**src/rtl/core/eev_delay.sv**
```systemverilog
// delay line for a valid bit and its payload word
module eev_delay #(
    parameter int WIDTH = 8,
    parameter int DEPTH = 4
) (
    input  logic             clk,
    input  logic             rst_n,
    input  logic             in_valid,
    input  logic [WIDTH-1:0] in_data,
    output logic             out_valid,
    output logic [WIDTH-1:0] out_data
);

    logic             valid_reg [0:DEPTH-1];
    logic [WIDTH-1:0] data_reg  [0:DEPTH-1];

    always_ff @(posedge clk or negedge rst_n)
    begin
        if (!rst_n)
        begin
            for (int i = 0; i < DEPTH; i++)
            begin
                valid_reg[i] <= 1'b0;
            end
        end
        else
        begin
            valid_reg[0] <= in_valid;
            for (int i = 1; i < DEPTH; i++)
            begin
                valid_reg[i] <= valid_reg[i-1];
            end
        end
    end

    always_ff @(posedge clk)
    begin
        data_reg[0] <= in_data;
        for (int i = 1; i < DEPTH; i++)
        begin
            data_reg[i] <= data_reg[i-1];
        end
    end

    assign out_valid = valid_reg[DEPTH-1];
    assign out_data  = data_reg[DEPTH-1];

endmodule

```
**config.mk**
```make
export PLATFORM = sky130hd
export DESIGN_NAME = eev_delay
export DESIGN_NICKNAME = d
export VERILOG_FILES = /design/src/rtl/core/eev_delay.sv
export SDC_FILE = /design/constraint.sdc
export NUM_CORES = 1
export LEC_CHECK = 0
export ABC_AREA = 1
export CAP_MARGIN = 40
export CORE_MARGIN = 2
export CORE_UTILIZATION = 42
export CTS_CLUSTER_DIAMETER = 100
export DETAILED_ROUTE_END_ITERATION = 16
export DONT_BUFFER_PORTS = 1
export GPL_TIMING_DRIVEN = 0
export PLACE_DENSITY = 0.57
export SYNTH_ARGS = -nofsm -noshare
export SYNTH_HDL_FRONTEND = slang
export SYNTH_SLANG_ARGS = --single-unit
export TNS_END_PERCENT = 1
```
**constraint.sdc**
```tcl
create_clock -name clk -period 0.8 [get_ports clk]
set_input_delay 0.08 -clock clk [delete_from_list [all_inputs] [get_ports clk]]
set_output_delay 0.08 -clock clk [all_outputs]
set_load 0.02 [all_outputs]
```
==> metrics.md <==
| Metric | Value |
|---|---|
| Status | complete, but fails checks |
| Failing checks | negative setup slack |
| Mean post-synth cell area | 20.6 um2 |
| Overall via count from detail_route | 297 |
| Area of the multi-input gates | 0 um2 |
| Worst-skew pair later-pin latency | roughly 0.32 ns |
| Count of pins on the block boundary | 20 |
| Antenna diodes | 0 |
| Layout-stage area growth over the synthesis result | 30.7% |
| Critical path launch point | out_valid |
| Multi-input combinational cell count | 0 |
| Element type at the critical path start | flip-flop |
| Grt total ovfl | 0 |
| Number of hold violations in the final report | 0 |
| Launch point of the worst reg-to-reg path | valid_reg[3] |
| Synth Cell Area | 741 um2 |
| Overall Power | 3.03 mW |
| Synth Net Count | 47 |
| Simple-gate area share of the yosys netlist | 0% |
| Fin area | between 900 and 1000 um2 |
| Row cnt | 15 |
| Flop and latch count out of synthesis | 36 |
| Port Buffer Count | 0 |
| Fin. max-slew vios | 0 |
| Vertical die dimension | 46.0 um |
| Combined flip-flop and latch cell area | 772 um2 |
| Number of flip-flops in the largest register | 32 |
| Overall routed net length | 713 um |
| Crit path required time | 0.72 ns |
| Critical Path Fanout Max | 1 |
| Max IR drop VDD | 0.00129 V |
| M2 GR Usage | 10.8% |
| Headroom to the max-slew limit | about nine tenths |
| Power Dens Cells | 3130 nW/um2 |
| Setup repair after global routing missed its margin | true |
| Number of DRC markers in iteration 0 | 4 |
| Class of the most critical hold timing path | in2async |
| Num CTS Buffers | 5 |
| Pin count of the biggest net entering global routing | 13 |
| First-pass iteration count of the detailed router | 3 |
| Full die area | between 2000 and 2500 um2 |
| Number of library cell types mapped by synthesis | 2 |
| Type of destination of the critical path | output pin |
| Detailed-route vias per instance | 4.18 |
| Global-route wire length before repair | about 950 um |
| Via count of the first global-routing pass | 245 |
| Initial antenna violation count | 0 |
| Highest Clock Rate | between 1000 and 1500 MHz |
| Busiest layer in global routing | met2 |
| Static leakage | 0.400 nW |
| Core outline area | 1690 um2 |
| Clock-pin slew on the worst setup and hold paths | 0.09 ns |
| Number of sinks driven by the clock tree | 36 |
| Most frequent cells in the layout | 24 x sky130_fd_sc_hd__dfxtp_1, 10 x sky130_fd_sc_hd__dlygate4sd3_1, 8 x sky130_fd_sc_hd__dfxtp_4, 5 x sky130_fd_sc_hd__clkbuf_4, 3 x sky130_fd_sc_hd__dfrtp_1 |
| Post-Place Cell Area | ~760 um2 |
| Starting density of the core | 43.9% |
| Fraction of the mapped netlist area in compound gates | 0% |
| Global-route total usage across every layer | 7.88% |
| Final-stage net count | 64 |
| Count of unresolved DRC violations after routing | 0 |
| Measured slew at the worst slew-check pin | between 0.15 and 0.2 ns |
| Sequential element share of the synthesized area | between 90% and 100% |
| Yosys top cell area share | 86.5% |
| Fraction of layout cells with a size suffix above 1 | 31.5% |
| Final period demand of the worst path | around 0.85 ns |
| CTS tree | built |
| GR Util met3 | 5.95% |
| Critical path class | reg2out |
| Number of fill cells in the layout | between 100 and 150 |
| Period utilisation layout | 106% |
| RePlAce Congestion | 0.609 |
| Number of buffers between clock root and the deepest sink | 2 |
| Setup skew after layout | 0.00955 ns |
| Xor/xnor cell area share of the yosys netlist | 0% |
| Warning count from the yosys run | 0 |
| Post-synthesis mux area share | 0% |
| Post-route setup slack | -0.0464 ns |
| Count of endpoints failing setup in the final report | 1 |
| Area share of fa/ha/maj cells after synthesis | 0% |
| Clock root buffer | sky130_fd_sc_hd__clkbuf_4 |
| Main area contributors after synthesis | sky130_fd_sc_hd__dfxtp_1 86%, sky130_fd_sc_hd__dfrtp_1 14% |
| Leading cell type in the layout, fill and taps excluded | sky130_fd_sc_hd__dfxtp_1 |
| Post-synthesis instance total | 36 |
| Number of nets with antenna violations after detailed routing | 0 |
| Data arrival time of the critical path | around 0.77 ns |
| H-tree lvl count | 2 |
| Global-route met1 utilization | 6.05% |
| Chip width | ~46 um |
| Routed wire length per instance | 10.0 um |
| # Max-Cap Violations | 0 |
| Area leader, netlist | sky130_fd_sc_hd__dfxtp_1 |
| Core utilization of the finished layout | 57.3% |
==> cell usage after synthesis (all sizes together) <==
master / count
dfxtp: 32
dfrtp: 4
==> metal layers <==
layer  vias to the layer above  routed length [um]
met3                         2                  80
met2                        19                 381
li1                        144                   -
met1                       132                 243
met4                         0                   7
met5                         -                   0
==> kinds of logic (layout without fill, tap and decap cells) <==
kind of cell | Yosys count | count (layout)
flops | 36 | 36
buf+inv | 0 | 18
==> power by group <==
part | leakage (nW) | internal (mW) | total [mW] | switching [mW]
Combinational | 0.0418 | 0.0323 | 0.0407 | 0.00845
Clock | 0.0394 | 0.526 | 1.06 | 0.531
Sequential | 0.318 | 1.88 | 1.93 | 0.0525
Total | 0.400 | 2.44 | 3.03 | 0.592
==> worst paths after layout <==
kind / depth (start not counted) / endpoint / slack (ns)
worst max-delay path: 0 / out_valid / -0.05
worst min-delay path: 1 / valid_reg[2] / 0.02
worst max register to register: 0 / valid_reg[2] / 0.32
worst min register to register: 0 / data_reg[2][3] / 0.33
max in group asynchronous: 1 / out_valid / 0.60
min in group clk: 1 / data_reg[0][6] / 0.30
==> timing repair <==
action                                  CTS  global route
gates resized for setup                  12             5
hold endpoints to repair                 13             0
setup buffers                             0             0
hold buffers                             10             0
endpoints found under the setup margin    9             9
==> final cells by class <==
| cell class | instances | area share [%] |
|---|---|---|
| clock buffers | 6 | 6.46 |
| clock inverters | 2 | 1.29 |
| flip-flops and latches | 36 | 79.7 |
| well taps | 17 | 2.20 |
| repair buffers | 10 | 10.3 |
==> through the flow <==
step                setup slack (ns)  hold slack, ns  TNS, ns  std cells
global route                 -0.0795          0.0165   -0.154         71
floorplan                      0.304          -0.216        0         36
finish                       -0.0464          0.0202  -0.0464         71
global placement               0.300          -0.216        0         53
detailed placement             0.300          -0.215        0         53
CTS                          -0.0633         0.00630  -0.0662         71
(Power assumes the default switching activity.)
