[config.mk]
export PLATFORM = sky130hd
export DESIGN_NAME = eev_sqrt
export DESIGN_NICKNAME = d
export VERILOG_FILES = /design/src/rtl/core/eev_pkg.sv /design/src/rtl/core/eev_sqrt.sv
export SDC_FILE = /design/constraint.sdc
export NUM_CORES = 2
export LEC_CHECK = 0
export ABC_CLOCK_PERIOD_IN_PS = 9800
export BUFFER_PORTS_ARGS = -buffer_cell sky130_fd_sc_hd__buf_2
export CAP_MARGIN = 20
export CORE_UTILIZATION = 50
export DETAILED_ROUTE_END_ITERATION = 12
export PLACE_DENSITY = 0.65
export SYNTH_ARGS = -nofsm -noshare
export SYNTH_HDL_FRONTEND = slang
export SYNTH_MEMORY_MAX_BITS = 65536
export SYNTH_SLANG_ARGS = --single-unit
[constraint.sdc]
create_clock -name clk -period 9.8 [get_ports clk]
set_input_delay 1.96 -clock clk [delete_from_list [all_inputs] [get_ports clk]]
set_output_delay 1.96 -clock clk [all_outputs]
set_load 0.01 [all_outputs]
[src/rtl/core/eev_pkg.sv]
// shared types and constants for the ellipse extent and visibility block
package eev_pkg;

    // test mode codes
    localparam logic [1:0] MODE_FULL    = 2'd0;
    localparam logic [1:0] MODE_PART    = 2'd1;
    localparam logic [1:0] MODE_CENTRE  = 2'd2;
    localparam logic [1:0] MODE_UNKNOWN = 2'd3;

    // cordic constants, angles in 2^32 per turn
    localparam int TABLE_LEN = 24;
    localparam logic signed [33:0] INV_GAIN_Q30 = 34'sd652032874;
    localparam logic signed [33:0] ONE_Q30      = 34'sd1073741824;
    localparam logic [31:0] QUARTER_TURN = 32'h4000_0000;
    localparam logic [31:0] HALF_TURN    = 32'h8000_0000;
    localparam logic [29:0] ATAN_TURN [0:TABLE_LEN-1] = '{
        30'd536870912, 30'd316933406, 30'd167458907, 30'd85004756,
        30'd42667331,  30'd21354465,  30'd10679838,  30'd5340245,
        30'd2670163,   30'd1335087,   30'd667544,    30'd333772,
        30'd166886,    30'd83443,     30'd41722,     30'd20861,
        30'd10430,     30'd5215,      30'd2608,      30'd1304,
        30'd652,       30'd326,       30'd163,       30'd81
    };

    // square root pipeline depth, one result bit per stage
    localparam int SQRT_LAT = 32;
    localparam logic [31:0] WIDTH_MAX = 32'h8000_0000;

    // fields carried alongside the cordic
    typedef struct packed {
        logic [31:0]        mn;
        logic [31:0]        mj;
        logic signed [31:0] xc;
        logic signed [31:0] yc;
        logic signed [31:0] xlo;
        logic signed [31:0] xhi;
        logic signed [31:0] ylo;
        logic signed [31:0] yhi;
        logic [1:0]         mode;
    } side_t;

    // fields carried alongside the square root
    typedef struct packed {
        logic signed [31:0] xc;
        logic signed [31:0] yc;
        logic signed [31:0] xlo;
        logic signed [31:0] xhi;
        logic signed [31:0] ylo;
        logic signed [31:0] yhi;
        logic [1:0]         mode;
        logic signed [31:0] px;
        logic signed [31:0] py;
    } tail_t;

endpackage

[src/rtl/core/eev_sqrt.sv]
// pipelined integer square root with floor, one root bit per stage
module eev_sqrt (
    input  logic        clk,
    input  logic [63:0] radicand,
    output logic [31:0] root
);

    localparam int N = eev_pkg::SQRT_LAT;

    logic [63:0] v_reg [0:N];
    logic [63:0] r_reg [0:N];

    always_ff @(posedge clk)
    begin
        v_reg[0] <= radicand;
        r_reg[0] <= '0;
    end

    for (genvar k = 0; k < N; k++)
    begin : g_bit
        localparam logic [63:0] BIT = 64'd1 << (62 - 2 * k);
        logic [63:0] trial;
        assign trial = r_reg[k] + BIT;
        always_ff @(posedge clk)
        begin
            if (v_reg[k] >= trial)
            begin
                v_reg[k+1] <= v_reg[k] - trial;
                r_reg[k+1] <= (r_reg[k] >> 1) + BIT;
            end
            else
            begin
                v_reg[k+1] <= v_reg[k];
                r_reg[k+1] <= r_reg[k] >> 1;
            end
        end
    end

    assign root = r_reg[N][31:0];

endmodule

==> impl_metrics.csv <==
group,metric,value,unit
critical_path,setup.worst_path.start_class,"register",
floorplan,core.rowCount,160,
placed_design,routabilityCongestion,0.957,
critical_path,timing.critical_path.cells,"or4_4 > or4b_4 > or4_1 > nor3_1 > o211a_1 > o2111a_1 > inv_2 > nand3_2 > or2_1 > nor4_1 > xor2_1",
timing,timing.setup.tns,0,ps
cts,worst_skew_pair.late_latency,960,ps
critical_path,timing.critical_path.fanout_max,50,
critical_path,r2r_cell_count,11,
critical_path,critPathSlowestCell,"sky130_fd_sc_hd__o2111a_1",
logic_synthesis,postSynth.topFlopCell,"sky130_fd_sc_hd__dfxtp_1",
hold_path,hold-path-endpoint,"v_reg[9][25]",
critical_path,crit_type,"reg -> reg",
floorplan,coreArea,0.191,mm²
critical_path,worstReg2RegStart,"v_reg[28][52]",
critical_path,slowest_delay,770,ps
hold_path,hold_path_start,"v_reg[8][25]",
cells_and_area,largest_register_ffs,2048,
logic_synthesis,post_synth_main_area_contributors,"sky130_fd_sc_hd__dfxtp_1, sky130_fd_sc_hd__ha_1, sky130_fd_sc_hd__xnor2_1",
logic_synthesis,ys_ff_latch,2576,
cells_and_area,final-seq-area,0.0516,mm²
placed_design,dp.cells,12000,
pwr,p_leak,49.3,nW
placed_design,placed_wire_length_estimate,202,mm
pwr,sequential_power_share,44.9,%
cells_and_area,final_core_utilization,57.1,%
run,drv_cap,0,
pwr,power.total,33.2,mW
cts,numCtsBuffers,279,
cts,ctsHtreeMaxLevel,5,
floorplan,starting_density_of_the_core,50.5,%
grt,overflow_left_after_global_routing,0,
critical_path,critPathRequiredTime,10560,ps
logic_synthesis,synth.net_count,10200,
critical_path,worstSetupStartpoint,"v_reg[28][52]",
placed_design,place.port_buffers,96,
floorplan,floorplan.die.width,441,µm
hold_path,worstHoldPathCells,0,
critical_path,reg2reg_setup_slack,4870,ps
grt,grt_pass1_wl,394,mm
grt,pin_count_of_the_biggest_net_entering_global_routing,59,
timing,max_freq,203,MHz
cells_and_area,finish.instance_area,0.109,mm²
cells_and_area,finish.net_count,10400,
cts,cts.reportedPaths.clkPinSlew,60,ps
pwr,power.internal,22.7,mW
pwr,powerDensity,305,mW/mm²
grt,first_global_vias,66800,
logic_synthesis,async_flop_share,0,%
timing,transition_time_of_the_tightest_slew_check_pin,1220,ps
cells_and_area,fillerInstances,16400,
timing,holdWs,293,ps
pwr,p_sw,10.5,mW
routing,post_drt_wl_per_cell,20.6,µm
routing,drt-initial-drc-count,5242,
critical_path,critical_path.endpoint_type,"register",
cts,cts-root-to-sink-buffers,4,
logic_synthesis,synth_top_area_share,53.6,%
timing,layout_setup_ws,4870,ps
floorplan,fp.dieH,441,µm
routing,routed_wire_length,258,mm
timing,skew,87.2,ps
cells_and_area,layout.cells.non_filler,12500,
timing,timing.max_slew.rel_slack,17.9,%
cts,clock-sinks,2576,
logic_synthesis,synth_commonest_cells,"sky130_fd_sc_hd__dfxtp_1, sky130_fd_sc_hd__inv_1, sky130_fd_sc_hd__nor2_1",
grt,grt_usage,26.1,%
timing,fin_crit,4930,ps
cells_and_area,multi_input_comb_area,0.0413,mm²
cts,tritoncts,"done",
grt,grt_antenna_before_repair,10,
routing,vias,68800,
timing,rsz_0062_raised_after_global_routing,"false",
logic_synthesis,post-synth-top-count-cell,"sky130_fd_sc_hd__dfxtp_1",
critical_path,arrival,5690,ps
logic_synthesis,synth_cell_types,92,
timing,timing.final.hold_violations,0,
floorplan,overall_die_area,0.194,mm²
timing,timing.final.setup_violations,0,
routing,ant_nets,0,
timing,drv_slew,0,
cells_and_area,drive_gt1_share,7.45,%
logic_synthesis,netlist_instances,9608,
status,status,"finished, final reports clean",
logic_synthesis,synth-edff-count,0,
logic_synthesis,synth.avg_cell_area,10.0,µm²
cts,holdBufCountCts,0,
routing,drt-pass1-iter-count,6,
cts,ctsRootBufferMaster,"sky130_fd_sc_hd__clkbuf_16",
logic_synthesis,synth.yosys.warnings,0,
logic_synthesis,synth_top_area_cell,"sky130_fd_sc_hd__dfxtp_1",
pwr,part_of_the_power_in_the_clock_network,32.2,%
critical_path,reg2reg_to,"v_reg[29][60]",
cts,cts_resized,0,
timing,post-route-period-util,50.3,%
pwr,vdd_drop_max,0.000245,V
logic_synthesis,seq_area_frac_synth,53.6,%
pwr,swShare,31.7,%
logic_synthesis,synth.cell_area,0.0962,mm²
placed_design,postPlaceCellArea,0.0993,mm²
routing,route.detailed.drc,0,
cts,cts_setup_buffers,0,
placed_design,dpl_worst_slack,4910,ps
cells_and_area,flow.area_growth_from_synthesis,13.1,%
pwr,power_frac_comb,22.9,%
routing,avgViaCountPerCell,5.49,
hold_path,timing.hold.worst.class,"reg -> reg",
floorplan,floorplan.io_pins,97,
## power by group through the flow
| stage | Sequential, mW | Combinational [mW] | Clock [mW] |
|---|---|---|---|
| 6_report | 14.9 | 7.60 | 10.7 |
| 5_1_grt | 15.1 | 8.47 | 11.3 |
| 4_1_cts | 14.9 | 7.56 | 10.9 |
| 3_3_place_gp | 15.1 | 7.41 | 0 |
| 3_5_place_dp | 15.1 | 7.49 | 0 |
| 2_1_floorplan | 14.1 | 5.93 | 0 |
## layout make-up
cell class	instances	area share, %
Clock inverter	111	1.30
Multi-Input combinational cell	6147	38.0
Inverter	684	2.36
Sequential cell	2576	47.4
Timing Repair Buffer	121	0.607
Antenna cell	9	0.0207
Tap cell	2511	2.89
Clock buffer	371	7.40
## layout by cell type, fill, tap and decap left out, drive strengths merged, types with 169 or more instances in the layout
cell	Yosys	layout
xnor2	458	458
o21ai	443	443
dfxtp	2576	2576
ha	558	558
nor2	640	640
a21oi	625	625
inv	682	694
clkbuf	161	372
nand4	169	169
nor3	268	268
nor4	333	333
nand2	606	606
a21o	198	198
xor2	428	428
## routing by layer
layer | vias up | GRT usage [%] | routed length (µm)
met5 | - | 0 | 27
met4 | 4 | 6.95 | 6040
met3 | 379 | 4.02 | 13500
met2 | 1829 | 42.1 | 117000
met1 | 32800 | 36.3 | 121000
li1 | 33800 | - | -
## cells by family after synthesis
family | count (synthesis) | share of synthesized area (%)
xor+xnor | 886 | 8.07
mux | 92 | 1.07
fa+ha+maj | 558 | 7.26
flops | 2576 | 53.6
buf+inv | 885 | 3.50
compound gates | 1789 | 11.4
simple gates | 2822 | 15.1
## worst max-delay path: cells and delay by family, from the launching register on
kind	cells	cell delay, ps
DFF	1	330
AOI/OAI and AO/OA	2	1020
xor gates and xnor gates	1	150
buffers and inverters	1	580
and+or+nand+nor	7	2670
## how the worst max path moves through the flow
| stage | to | cells past startpoint |
|---|---|---|
| 6_report | v_reg[29][60] | 11 |
| 5_1_grt | v_reg[29][60] | 13 |
| 4_1_cts | v_reg[29][60] | 11 |
| 3_5_place_dp | v_reg[29][52] | 11 |
| 3_3_place_gp | v_reg[29][52] | 11 |
| 2_1_floorplan | v_reg[17][61] | 13 |
Power figures use the tool's default switching activity.
